===== src/design/spims_pkg.sv =====
// Shared types, codes and helpers of the SPI master shifter.
package spims_pkg;

  localparam int unsigned COUNT_WIDTH = 16;
  localparam int unsigned WORD_BITS   = 8;
  localparam int unsigned BIT_CNT_W   = $clog2(WORD_BITS + 1);

  // Command codes carried by an input item.
  localparam logic [2:0] ACT_TICK  = 3'd0;
  localparam logic [2:0] ACT_BEGIN = 3'd1;
  localparam logic [2:0] ACT_XFER  = 3'd2;
  localparam logic [2:0] ACT_END   = 3'd3;
  localparam logic [2:0] ACT_SKIP  = 3'd4;

  // Configuration register indexes.
  localparam logic [1:0] REG_MODE   = 2'd0;
  localparam logic [1:0] REG_LSB    = 2'd1;
  localparam logic [1:0] REG_HALF   = 2'd2;
  localparam logic [1:0] REG_GAP    = 2'd3;

  // Sequencer phases.
  localparam logic [1:0] PH_IDLE  = 2'd0;
  localparam logic [1:0] PH_SHIFT = 2'd1;
  localparam logic [1:0] PH_GAP   = 2'd2;

  typedef struct packed {
    logic [1:0]             spi_mode;
    logic                   lsb_first;
    logic [COUNT_WIDTH-1:0] half_period;
    logic [COUNT_WIDTH-1:0] byte_gap;
  } spims_cfg_t;

  typedef struct packed {
    logic                 sck_level;
    logic                 mosi_level;
    logic                 select_n;
    logic                 busy_res;
    logic                 rx_valid;
    logic [WORD_BITS-1:0] rx_byte;
  } spims_res_t;

  // Shift one sampled MISO bit into the receive register.
  function automatic logic [WORD_BITS-1:0] sample_bit(input logic [WORD_BITS-1:0] cur,
                                                      input logic miso,
                                                      input logic lsb);
    if (lsb) begin
      return {miso, cur[WORD_BITS-1:1]};
    end
    return {cur[WORD_BITS-2:0], miso};
  endfunction

endpackage


===== src/design/spims_core.sv =====
// Per-tick SPI sequencer: pin state, shift registers and counters.
module spims_core
  import spims_pkg::*;
(
  input  logic                 clk_i,
  input  logic                 rst_ni,
  input  logic                 step_i,
  input  logic [2:0]           action_i,
  input  logic [WORD_BITS-1:0] tx_byte_i,
  input  logic                 miso_level_i,
  input  spims_cfg_t           cfg_i,
  output spims_res_t           res_o
);

  logic [1:0]             phase_q, phase_d;
  logic [WORD_BITS-1:0]   out_q, out_d;
  logic [WORD_BITS-1:0]   in_q, in_d;
  logic [BIT_CNT_W-1:0]   bits_q, bits_d;
  logic [COUNT_WIDTH-1:0] tick_q, tick_d;
  logic                   half2_q, half2_d;
  logic                   clk_q, clk_d;
  logic                   mosi_q, mosi_d;
  logic                   sel_q, sel_d;

  logic [COUNT_WIDTH:0]   tick_inc;
  logic [COUNT_WIDTH-1:0] tick_sat;
  logic [COUNT_WIDTH-1:0] limit;
  logic [BIT_CNT_W-1:0]   bits_inc;
  logic                   cpol, cpha, lsb;
  logic                   rx_done;

  assign cpol     = cfg_i.spi_mode[1];
  assign cpha     = cfg_i.spi_mode[0];
  assign lsb      = cfg_i.lsb_first;
  assign tick_inc = {1'b0, tick_q} + {{COUNT_WIDTH{1'b0}}, 1'b1};
  assign tick_sat = tick_inc[COUNT_WIDTH] ? '1 : tick_inc[COUNT_WIDTH-1:0];
  assign limit    = (cfg_i.half_period == '0) ? {{(COUNT_WIDTH-1){1'b0}}, 1'b1}
                                              : cfg_i.half_period;
  assign bits_inc = bits_q + {{(BIT_CNT_W-1){1'b0}}, 1'b1};

  always_comb begin
    logic [WORD_BITS-1:0] load;
    load    = out_q;
    phase_d = phase_q;
    out_d   = out_q;
    in_d    = in_q;
    bits_d  = bits_q;
    tick_d  = tick_q;
    half2_d = half2_q;
    clk_d   = clk_q;
    mosi_d  = mosi_q;
    sel_d   = sel_q;
    rx_done = 1'b0;
    case (phase_q)
      PH_IDLE: begin
        if (action_i == ACT_BEGIN) begin
          clk_d = cpol;
          sel_d = 1'b0;
        end else if (action_i == ACT_END) begin
          sel_d = 1'b1;
        end else if (action_i == ACT_XFER) begin
          load    = tx_byte_i;
          out_d   = tx_byte_i;
          clk_d   = cpol;
          bits_d  = '0;
          half2_d = 1'b0;
          tick_d  = '0;
          phase_d = PH_SHIFT;
          if (!cpha) begin
            mosi_d = lsb ? load[0] : load[WORD_BITS-1];
            out_d  = lsb ? (load >> 1) : (load << 1);
          end
        end
      end
      PH_SHIFT: begin
        tick_d = tick_sat;
        if (tick_sat >= limit) begin
          tick_d = '0;
          if (!half2_q) begin
            // leading edge
            clk_d   = ~cpol;
            half2_d = 1'b1;
            if (!cpha) begin
              in_d = sample_bit(in_q, miso_level_i, lsb);
            end else begin
              mosi_d = lsb ? out_q[0] : out_q[WORD_BITS-1];
              out_d  = lsb ? (out_q >> 1) : (out_q << 1);
            end
          end else begin
            // trailing edge
            clk_d   = cpol;
            half2_d = 1'b0;
            bits_d  = bits_inc;
            if (cpha) begin
              in_d = sample_bit(in_q, miso_level_i, lsb);
            end
            if (bits_inc >= BIT_CNT_W'(WORD_BITS)) begin
              rx_done = 1'b1;
              bits_d  = '0;
              phase_d = (cfg_i.byte_gap != '0) ? PH_GAP : PH_IDLE;
            end else if (!cpha) begin
              mosi_d = lsb ? out_q[0] : out_q[WORD_BITS-1];
              out_d  = lsb ? (out_q >> 1) : (out_q << 1);
            end
          end
        end
      end
      PH_GAP: begin
        tick_d = tick_sat;
        if (action_i == ACT_SKIP || tick_sat >= cfg_i.byte_gap) begin
          tick_d  = '0;
          phase_d = PH_IDLE;
        end
      end
      default: begin
        phase_d = PH_IDLE;
      end
    endcase
  end

  always_ff @(posedge clk_i or negedge rst_ni) begin
    if (!rst_ni) begin
      phase_q <= PH_IDLE;
      out_q   <= '0;
      in_q    <= '0;
      bits_q  <= '0;
      tick_q  <= '0;
      half2_q <= 1'b0;
      clk_q   <= 1'b0;
      mosi_q  <= 1'b0;
      sel_q   <= 1'b1;
    end else if (step_i) begin
      phase_q <= phase_d;
      out_q   <= out_d;
      in_q    <= in_d;
      bits_q  <= bits_d;
      tick_q  <= tick_d;
      half2_q <= half2_d;
      clk_q   <= clk_d;
      mosi_q  <= mosi_d;
      sel_q   <= sel_d;
    end
  end

  // Result reflects the levels after this tick's update.
  assign res_o.sck_level  = clk_d;
  assign res_o.mosi_level = mosi_d;
  assign res_o.select_n   = sel_d;
  assign res_o.busy_res   = (phase_d != PH_IDLE);
  assign res_o.rx_valid   = rx_done;
  assign res_o.rx_byte    = in_d;

`ifndef SYNTHESIS
  a_idle_clean: assert property (@(posedge clk_i) disable iff (!rst_ni)
    (phase_q == PH_IDLE) |-> (tick_q == '0 && bits_q == '0 && !half2_q))
    else $error("idle phase with live counters");

  a_bits_range: assert property (@(posedge clk_i) disable iff (!rst_ni)
    (phase_q == PH_SHIFT) |-> (bits_q < BIT_CNT_W'(WORD_BITS)))
    else $error("bit count past word length while shifting");

  a_done_cpol: assert property (@(posedge clk_i) disable iff (!rst_ni)
    (step_i && rx_done) |=> (clk_q == $past(cpol) && phase_q != PH_SHIFT))
    else $error("byte completed away from the idle clock level");
`endif

endmodule


===== src/design/spi_master_shifter_top.sv =====
// Top level of the SPI master shifter: config registers, handshake and result register.
//
// Usage:
//   Each input item is one system tick: a command (tick, begin select,
//   transfer byte, end select, skip gap), the byte to send and the MISO level
//   sampled this tick. Every accepted item yields exactly one result item with
//   the SCK, MOSI and select levels after that tick, busy, the received-byte
//   strobe and the receive register.
//   Throughput: one item per clock cycle while results are taken. The tick's step logic sits between
//   the sequencer state and a single result register, so a new item is taken
//   whenever the result register is empty or is being drained.
//   Output: an item's result is registered and shows in the cycle after its acceptance.
//   Stall: while the receiver holds out_ready_i low with a result pending,
//   in_ready_o drops and the sequencer state holds; nothing is lost.
//   Reset: pins idle with SCK low, select high (deselected), the sequencer
//   idle and the registers at mode 0, MSB first, half period 4, no byte gap.
//   Configuration writes are registered; change them only while idle.
module spi_master_shifter_top
  import spims_pkg::*;
(
  input  logic                   clk_i,
  input  logic                   rst_ni,
  // configuration write port
  input  logic                   cfg_we_i,
  input  logic [1:0]             cfg_index_i,
  input  logic [COUNT_WIDTH-1:0] cfg_wdata_i,
  // tick input channel
  input  logic                   in_valid_i,
  output logic                   in_ready_o,
  input  logic [2:0]             action_i,
  input  logic [WORD_BITS-1:0]   tx_byte_i,
  input  logic                   miso_level_i,
  // result channel
  output logic                   out_valid_o,
  input  logic                   out_ready_i,
  output logic                   sck_level_o,
  output logic                   mosi_level_o,
  output logic                   select_n_o,
  output logic                   busy_res_o,
  output logic                   rx_valid_o,
  output logic [WORD_BITS-1:0]   rx_byte_o
);

  spims_cfg_t cfg_q;
  spims_res_t res_d, res_q;
  logic       out_valid_q;
  logic       accept;

  // Register writes: take the low bits of the data word for narrow registers.
  always_ff @(posedge clk_i or negedge rst_ni) begin
    if (!rst_ni) begin
      cfg_q.spi_mode    <= 2'd0;
      cfg_q.lsb_first   <= 1'b0;
      cfg_q.half_period <= COUNT_WIDTH'(4);
      cfg_q.byte_gap    <= '0;
    end else if (cfg_we_i) begin
      case (cfg_index_i)
        REG_MODE: cfg_q.spi_mode    <= cfg_wdata_i[1:0];
        REG_LSB:  cfg_q.lsb_first   <= cfg_wdata_i[0];
        REG_HALF: cfg_q.half_period <= cfg_wdata_i;
        REG_GAP:  cfg_q.byte_gap    <= cfg_wdata_i;
        default: ;
      endcase
    end
  end

  // Accept a new tick whenever the result slot is free or drains this cycle.
  assign in_ready_o = !out_valid_q || out_ready_i;
  assign accept     = in_valid_i && in_ready_o;

  spims_core u_core (
    .clk_i        (clk_i),
    .rst_ni       (rst_ni),
    .step_i       (accept),
    .action_i     (action_i),
    .tx_byte_i    (tx_byte_i),
    .miso_level_i (miso_level_i),
    .cfg_i        (cfg_q),
    .res_o        (res_d)
  );

  // Result valid flag: set on accept, drop once the receiver takes the item.
  always_ff @(posedge clk_i or negedge rst_ni) begin
    if (!rst_ni) begin
      out_valid_q <= 1'b0;
    end else if (accept) begin
      out_valid_q <= 1'b1;
    end else if (out_ready_i) begin
      out_valid_q <= 1'b0;
    end
  end

  // Result payload: load on accept, hold otherwise.
  always_ff @(posedge clk_i) begin
    if (accept) begin
      res_q <= res_d;
    end
  end

  assign out_valid_o  = out_valid_q;
  assign sck_level_o  = res_q.sck_level;
  assign mosi_level_o = res_q.mosi_level;
  assign select_n_o   = res_q.select_n;
  assign busy_res_o   = res_q.busy_res;
  assign rx_valid_o   = res_q.rx_valid;
  assign rx_byte_o    = res_q.rx_byte;

endmodule


===== config.mk =====
export PLATFORM = sky130hd
export DESIGN_NAME = spi_master_shifter_top
export DESIGN_NICKNAME = d
export VERILOG_FILES = /design/src/design/spims_pkg.sv /design/src/design/spims_core.sv /design/src/design/spi_master_shifter_top.sv
export SDC_FILE = /design/constraint.sdc
export NUM_CORES = 1
export LEC_CHECK = 0
export ABC_AREA = 1
export BUFFER_PORTS_ARGS = -buffer_cell sky130_fd_sc_hd__buf_2
export CORE_UTILIZATION = 45
export DETAILED_ROUTE_END_ITERATION = 12
export PLACE_DENSITY = 0.7
export SLEW_MARGIN = 20
export SYNTH_ARGS = -nofsm -noshare
export SYNTH_HDL_FRONTEND = slang
export SYNTH_SLANG_ARGS = --single-unit
export TNS_END_PERCENT = 1

===== constraint.sdc =====
create_clock -name clk_i -period 4.6 [get_ports clk_i]
set_input_delay 0.69 -clock clk_i [delete_from_list [all_inputs] [get_ports clk_i]]
set_output_delay 0.69 -clock clk_i [all_outputs]
set_load 0.05 [all_outputs]

==> results of run 1 <==
==> logic make-up (layout without fill, tap and decap cells) <==
family / Yosys count / count (layout) / synth area share, %
DFF: 91 / 91 / 41.7
and+or+nand+nor: 269 / 269 / 22.2
buffers and inverters: 152 / 201 / 10.6
xor gates and xnor gates: 9 / 9 / 1.40
adders and majority gates: 34 / 34 / 7.57
AOI/OAI and AO/OA: 155 / 155 / 16.5
==> layer usage <==
| metal | global-route usage (%) | up-vias |
|---|---|---|
| met2 | 32.0 | 116 |
| li1 | - | 2412 |
| met3 | 4.14 | 20 |
| met5 | 0 | - |
| met4 | 5.71 | 0 |
| met1 | 29.4 | 2209 |
==> cell usage after synthesis (2+ instances only) <==
| cell type | number |
|---|---|
| nand4_1 | 6 |
| inv_1 | 130 |
| dfrtp_1 | 76 |
| o21ai_2 | 15 |
| o21ai_1 | 8 |
| nor4_1 | 7 |
| nand3_1 | 38 |
| o31ai_1 | 2 |
| nor2_2 | 3 |
| dfstp_2 | 2 |
| o21ai_0 | 81 |
| a21oi_1 | 22 |
| nor2_4 | 3 |
| ha_1 | 34 |
| a21o_1 | 2 |
| nand2_2 | 15 |
| nand2_1 | 147 |
| nand3b_1 | 2 |
| clkbuf_1 | 13 |
| edfxtp_1 | 13 |
| nand3_2 | 2 |
| nor2_1 | 27 |
| o221ai_1 | 7 |
| xor2_1 | 6 |
| o21bai_1 | 2 |
| o22ai_1 | 7 |
| inv_2 | 2 |
| a211oi_1 | 2 |
| nand4_2 | 2 |
| nor3_2 | 2 |
| nor3_1 | 11 |
| xnor2_1 | 3 |
| buf_2 | 3 |
==> worst paths after layout <==
kind                                   from             end
max                        u_core.tick_q[2]      busy_res_o
min in group asynchronous            rst_ni        cfg_q[6]
min                            u_core.sel_q    u_core.sel_q
max reg2reg                u_core.tick_q[2]      busy_res_o
max in group asynchronous            rst_ni  u_core.in_q[1]
min reg2reg                    u_core.sel_q    u_core.sel_q
==> layout make-up <==
type                       count  area share, %
multi-input combinational    467           42.5
sequential                    91           37.2
inverter                     133           7.92
timing repair buffer          52           4.29
clock buffer                  12           4.25
tap                          168           3.34
clock inverter                 4          0.476
==> worst register-to-register path: stages, from the launching register on <==
cell     delay (ps)
dfrtp_1         420
inv_1            90
nor3_2          230
nand2_1          70
nor2_1          150
nand3_1         160
nor3_2          200
inv_1            80
nor2_2          120
nand2_2          90
o21ai_0         180
nand3_1         160
ha_1            340
nand2_1          60
nor2_1          160
nand3_1         100
nor2_1          150
a21oi_2         100
nand3_2         120
nand2_1         300
o21ai_0         320
nand2_1          80
==> power by group <==
group	internal, mW	switching, mW	total (mW)
logic	0.275	0.552	0.827
registers	0.993	0.116	1.11
clock network	0.417	0.325	0.742
total	1.69	0.993	2.68
==> sequential cells by signal, indices dropped and copies added (netlist names) <==
signal	cells
busy_res_o	1
u_core.clk_q	1
sck_level_o	1
u_core.mosi_q	1
u_core.tick_q	16
rx_valid_o	1
out_valid_o	1
select_n_o	1
u_core.bits_q	4
u_core.half2_q	1
cfg_q	35
u_core.phase_q	2
rx_byte_o	8
u_core.in_q	8
mosi_level_o	1
u_core.sel_q	1
u_core.out_q	8
==> per-stage QoR <==
step           instance area [µm²]  std cells  power, mW
4_1_cts                       6300        927       2.70
5_1_grt                       6300        927       2.86
3_5_place_dp                  6000        911       1.94
3_3_place_gp                  6000        911       1.90
6_report                      6300        927       2.68
2_1_floorplan                 5620        710       1.73
==> flow_summary_export.csv, run 1 <==
group,metric,value,unit
layout,multi_input_area,0.00268,mm²
sta,rsz0062_at_grt,"false",
floorplan,num_io_pins,50,
global_routing,grt_overflow,0,
layout,fillers,1169,
sta,worst_pin_slew,1040,ps
sta,finalSetupTns,0,ps
global_routing,grt_pass1_wl,21.3,mm
clock_network,insertion_delay,360,ps
status,status,"finished clean",
sta,fmax,0.254,GHz
synthesis,mappedNetlistArea,0.00562,mm²
synthesis,netlist-cell-type-count,48,
clock_network,clk_pin_slew,70,ps
worst_setup_path,cp_slowest_cell,"dfrtp_1",
clock_network,cts_made_buffers,9,
worst_setup_path,crit_family,"simple AND/OR/NAND/NOR gates",
synthesis,synthCells,710,
place,routabilityCongestion,0.882,
synthesis,synth_ff_type,"dfrtp_1",
drt,antenna_left,0,
clock_network,cts.sinks,91,
clock_network,clock-root-buffer,"clkbuf_16",
worst_setup_path,arrival,4040,ps
synthesis,synth_area_leaders,"dfrtp_1 (34%), nand2_1 (9.8%), inv_1 (8.7%), ha_1 (7.6%), o21ai_0 (7.2%)",
clock_network,hold_buffers,0,
synthesis,avgSynthCellArea,7.92,µm²
sta,slew_viol_final,0,
layout,area_growth,12.1,%
layout,layout-drive-gt1-share,15.7,%
synthesis,ys_seq_area_share,41.7,%
synthesis,synth_edf_count,13,
synthesis,synth_warnings,0,
worst_setup_path,crit_path_frequent_cell,"nand2_1",
global_routing,grt_max_degree,79,
drt,num_vias,4757,
drt,routed_via_density,5.13,
sta,setup_viol,0,
layout,utilization,52.0,%
worst_setup_path,startpoint_type,"flip-flop",
layout,nets,823,
clock_network,cts_tree,"yes",
min_path,whs_path_depth,2,
synthesis,synth_top_cell_by_area,"dfrtp_1",
power_and_ir_drop,leakagePower,3.20,nW
worst_setup_path,worst-r2r-setup-slack,660,ps
floorplan,die_area,0.0129,mm²
sta,final.period_utilization,85.6,%
floorplan,die_x,114,µm
worst_setup_path,path_cells,"inv_1, nor3_2, nand2_1, nor2_1, nand3_1, nor3_2, inv_1, nor2_2, nand2_2, o21ai_0, nand3_1, ha_1, nand2_1, nor2_1, nand3_1, nor2_1, a21oi_2, nand3_2, nand2_1, o21ai_0, nand2_1",
synthesis,syn_nets,779,
worst_setup_path,crit_path_max_incr_delay,420,ps
synthesis,synth.top_cell.area_share,33.8,%
synthesis,synth-seq-cells,91,
drt,met2_wirelength,5.50,mm
floorplan,initial_core_util,46.4,%
floorplan,die_h,114,µm
drt,highest_layer,"met4",
worst_setup_path,end_kind,"flip-flop",
power_and_ir_drop,power_density,425,mW/mm²
global_routing,first_global_vias,4498,
power_and_ir_drop,peakVddDrop,0.233,mV
clock_network,cts_buffer_depth,2,
sta,whs,470,ps
drt,drtPass1Iterations,5,
global_routing,antenna_found_initial,0,
drt,finalWirelength,12.5,mm
sta,min_period,3940,ps
drt,drt_iter0_drc,271,
sta,relSlewSlack,30.5,%
layout,layout_common_cells,"nand2_1 (147), inv_1 (130), o21ai_0 (81)",
layout,antenna_cells,0,
floorplan,row_count,40,
place,dp_slack,796,ps
clock_network,post_cts.repair.setup_buffers,0,
drt,drt-met1-wl,6.32,mm
drt,met3_length,529,µm
layout,layout_commonest_cell,"nand2_1",
clock_network,cts_resized,0,
flow_run,maxCapViolations,0,
drt,wire_per_inst,13.5,µm
worst_setup_path,critPathBufInv,2,
worst_setup_path,crit_type,"flip-flop to flip-flop",
worst_setup_path,cp.depth,21,
clock_network,cts_max_level,3,
worst_setup_path,worst_r2r_path_depth,21,
worst_setup_path,critical_path.max_fanout,13,
synthesis,synthArstFlopShare,85.7,%
min_path,min_path_type,"flip-flop to flip-flop",
floorplan,core_area,0.0121,mm²
global_routing,grtUsageTotal,20.6,%
place,hpwl,9.18,mm
drt,drc,0,
worst_setup_path,cp.required,4700,ps
sta,finalWorstSetupSlack,662,ps
sta,hold_viol_final,0,
layout,seq_area,0.00234,mm²
sta,fin_skew,13.6,ps
place,port_buffers,49,
Note: power is estimated with default switching activity, not from simulation.
==> run 2, diff against run 1 <==
--- a/config.mk
+++ b/config.mk
@@ -5,7 +5,6 @@
 export SDC_FILE = /design/constraint.sdc
 export NUM_CORES = 1
 export LEC_CHECK = 0
-export ABC_AREA = 1
 export BUFFER_PORTS_ARGS = -buffer_cell sky130_fd_sc_hd__buf_2
 export CORE_UTILIZATION = 45
 export DETAILED_ROUTE_END_ITERATION = 12
==> run 2 against run 1 <==
Compared with the run above: the flow now finishes with violations (design-rule violations); clock skew is 3.8 ps lower; design area is 3.0% lower; final cell count is 23% lower; first-iteration DRC count is 25% lower; global-route usage is 0.37 points lower; flip-flop and latch count stayed put; fmax is 5.2% lower; synthesized area is 2.8% lower; critical path depth is 6 lower; synthesized cell count is 26% lower; power is 6.9% lower; via count is 14% lower; critical endpoint is now u_core.tick_q[14]; largest cell class unchanged; largest power group unchanged.
==> flow_summary_export.csv, run 2 <==
group,metric,value,unit
min_path,min_path_type,"input pin to async pin",
layout,area_growth,11.8,%
drt,drc,4,
power_and_ir_drop,p_clk_share,28.3,%
synthesis,synth.top_cell.area_share,34.8,%
status,status,"finished with violations",
synthesis,synth_warnings,0,
clock_network,cts_buffer_depth,2,
worst_setup_path,critical_path.max_fanout,16,
sta,setup_viol,0,
layout,layout_commonest_cell,"dfrtp_1",
layout,finalNonFillerCells,714,
sta,final.period_utilization,90.3,%
worst_setup_path,reg2reg_from,"u_core.tick_q[0]",
synthesis,synth_top_cell_by_area,"dfrtp_1",
sta,fin_skew,9.85,ps
clock_network,clock-root-buffer,"clkbuf_16",
clock_network,cts_made_buffers,9,
floorplan,row_count,39,
layout,antenna_cells,0,
drt,num_vias,4083,
synthesis,synth.most_common_cell,"dfrtp_1",
floorplan,die_h,112,µm
power_and_ir_drop,pwr-share-comb,27.8,%
layout,nets,635,
drt,drtPass1Iterations,8,
layout,utilization,52.6,%
power_and_ir_drop,intPower,1.65,mW
floorplan,die_x,112,µm
flow_run,maxCapViolations,0,
worst_setup_path,crit_type,"flip-flop to flip-flop",
synthesis,synth_edf_count,13,
layout,layout_common_cells,"dfrtp_1 (76), mux2_2 (52), buf_2 (48)",
layout,layout-drive-gt1-share,23.5,%
sta,min_period,4150,ps
drt,drt_iter0_drc,203,
layout,top_regs,"cfg_q: 35 flops, u_core.tick_q: 16 flops",
worst_setup_path,arrival,4430,ps
sta,fmax,0.241,GHz
worst_setup_path,cp.required,4880,ps
floorplan,num_io_pins,50,
sta,worst_pin_slew,973,ps
layout,top_register,"cfg_q",
place,hpwl,8.73,mm
synthesis,syn_nets,591,
global_routing,antenna_found_initial,0,
drt,wire_per_inst,16.3,µm
clock_network,post_cts.repair.setup_buffers,0,
sta,hold_viol_final,0,
worst_setup_path,cp-startpoint,"u_core.tick_q[0]",
global_routing,first_global_vias,4120,
floorplan,die_area,0.0126,mm²
layout,largest_reg_flops,35,
place,port_buffers,49,
drt,finalWirelength,11.7,mm
synthesis,synth_area_leaders,"dfrtp_1 (35%), mux2_2 (11%), ha_1 (7.8%), edfxtp_1 (7.1%), mux2i_1 (5.7%)",
power_and_ir_drop,peakVddDrop,0.197,mV
clock_network,clk_pin_slew,70,ps
synthesis,ys_top_cells_by_count,"dfrtp_1 (76), mux2_2 (52), inv_1 (46)",
place,dpl_cell_area,0.00583,mm²
drt,antenna_left,0,
drt,routed_via_density,5.72,
worst_setup_path,end_kind,"flip-flop",
clock_network,cts.sinks,91,
synthesis,netlist-cell-type-count,58,
clock_network,hold_buffers,0,
power_and_ir_drop,p_sw,844,µW
global_routing,grt_max_degree,79,
layout,fin_area,0.00611,mm²
status,violations,"design-rule violations",
synthesis,ys_seq_area_share,42.9,%
sta,finalSetupTns,0,ps
power_and_ir_drop,power_density,408,mW/mm²
synthesis,synthArstFlopShare,85.7,%
place,dp_cells,698,
sta,relSlewSlack,35.1,%
power_and_ir_drop,leakagePower,2.90,nW
power_and_ir_drop,seqPwrFrac,43.9,%
floorplan,initial_core_util,47.1,%
global_routing,grt_pass1_wl,20.3,mm
synthesis,synthCells,522,
clock_network,cts_resized,0,
place,routabilityCongestion,0.898,
sta,rsz0062_at_grt,"false",
synthesis,synth-seq-cells,91,
global_routing,grt_overflow,0,
layout,fillers,1037,
floorplan,core_area,0.0116,mm²
clock_network,insertion_delay,350,ps
clock_network,cts_max_level,3,
synthesis,avgSynthCellArea,10.5,µm²
worst_setup_path,startpoint_type,"flip-flop",
synthesis,synth_ff_type,"dfrtp_1",
sta,slew_viol_final,0,
sta,whs,504,ps
layout,seq_area,0.00234,mm²
global_routing,grtUsageTotal,20.3,%
clock_network,cts_tree,"yes",
layout,multi_input_area,0.00286,mm²
power_and_ir_drop,swShare,33.8,%
synthesis,mappedNetlistArea,0.00547,mm²
==> run 2: changes by cell type in the layout (fill, tap and decap cells not counted), sizes merged, moves of 6 or more <==
cell    change
mux2i      +31
mux2       +52
o21ai      -81
o22ai       -6
nor2        -8
and3        +7
a22o       +20
nand2     -125
inv        -84
nand2b      +8
nand3      -27
==> run 2: path summary, 6_finish.rpt <==
kind | end | slack, ps | depth (start not counted)
max | u_core.tick_q[14] | 450 | 15
min | cfg_q[13] | 500 | 1
max reg2reg | u_core.tick_q[14] | 450 | 15
min reg2reg | cfg_q[32] | 520 | 1
max in group asynchronous | out_valid_o | 3470 | 1
min in group clk_i | cfg_q[32] | 520 | 1
==> run 2: power groups by stage <==
| stage | registers (mW) | clock network (mW) | logic (mW) |
|---|---|---|---|
| global route | 1.12 | 0.761 | 0.784 |
| floorplan | 1.09 | 0 | 0.523 |
| CTS | 1.09 | 0.722 | 0.694 |
| finish | 1.09 | 0.705 | 0.694 |
| detailed placement | 1.11 | 0 | 0.690 |
| global placement | 1.10 | 0 | 0.663 |
==> run 2: final cells by class <==
class / count / share of cell area [%]
inverters: 46 / 2.82
multi-input cells: 366 / 46.8
repair buffers: 52 / 4.42
clock inverters: 7 / 0.962
clock buffers: 9 / 3.68
well taps: 143 / 2.93
flip-flops and latches: 91 / 38.4
==> run 2: per-stage QoR <==
stage               setup WS, ps  total power, mW
floorplan                    525             1.61
global placement             559             1.76
detailed placement           464             1.80
CTS                          430             2.51
global route                 103             2.66
finish                       448             2.49
==> run 2: per-layer routing <==
layer | vias up | track usage (%) | routed length, µm
met2 | 80 | 33.0 | 5540
li1 | 1992 | - | -
met1 | 2002 | 27.9 | 5520
met4 | 0 | 5.51 | 131
met3 | 9 | 3.56 | 466
met5 | - | 0 | 0
==> run 2: cell families after synthesis <==
kind of cell / count (synthesis) / synth area share, %
AO/OA/AOI/OAI: 103 / 13.5
XOR/XNOR: 11 / 1.76
adder cells (fa/ha/maj): 34 / 7.78
buffers and inverters: 65 / 4.76
flip-flops: 91 / 42.9
multiplexers: 83 / 16.4
AND/OR/NAND/NOR: 135 / 12.9
==> run 2: critical path, cell delays in order (launching register included) <==
cell       delay, ps
dfrtp_1          400
ha_1             250
nand3_1          140
or4_4            640
nand2_1          130
inv_1             60
ha_1             280
nand2b_1         160
a2111oi_1        500
nor3_1           100
a2111o_1         450
and2_2           230
o22ai_2          200
and3_1           180
buf_4            210
a22o_1           160
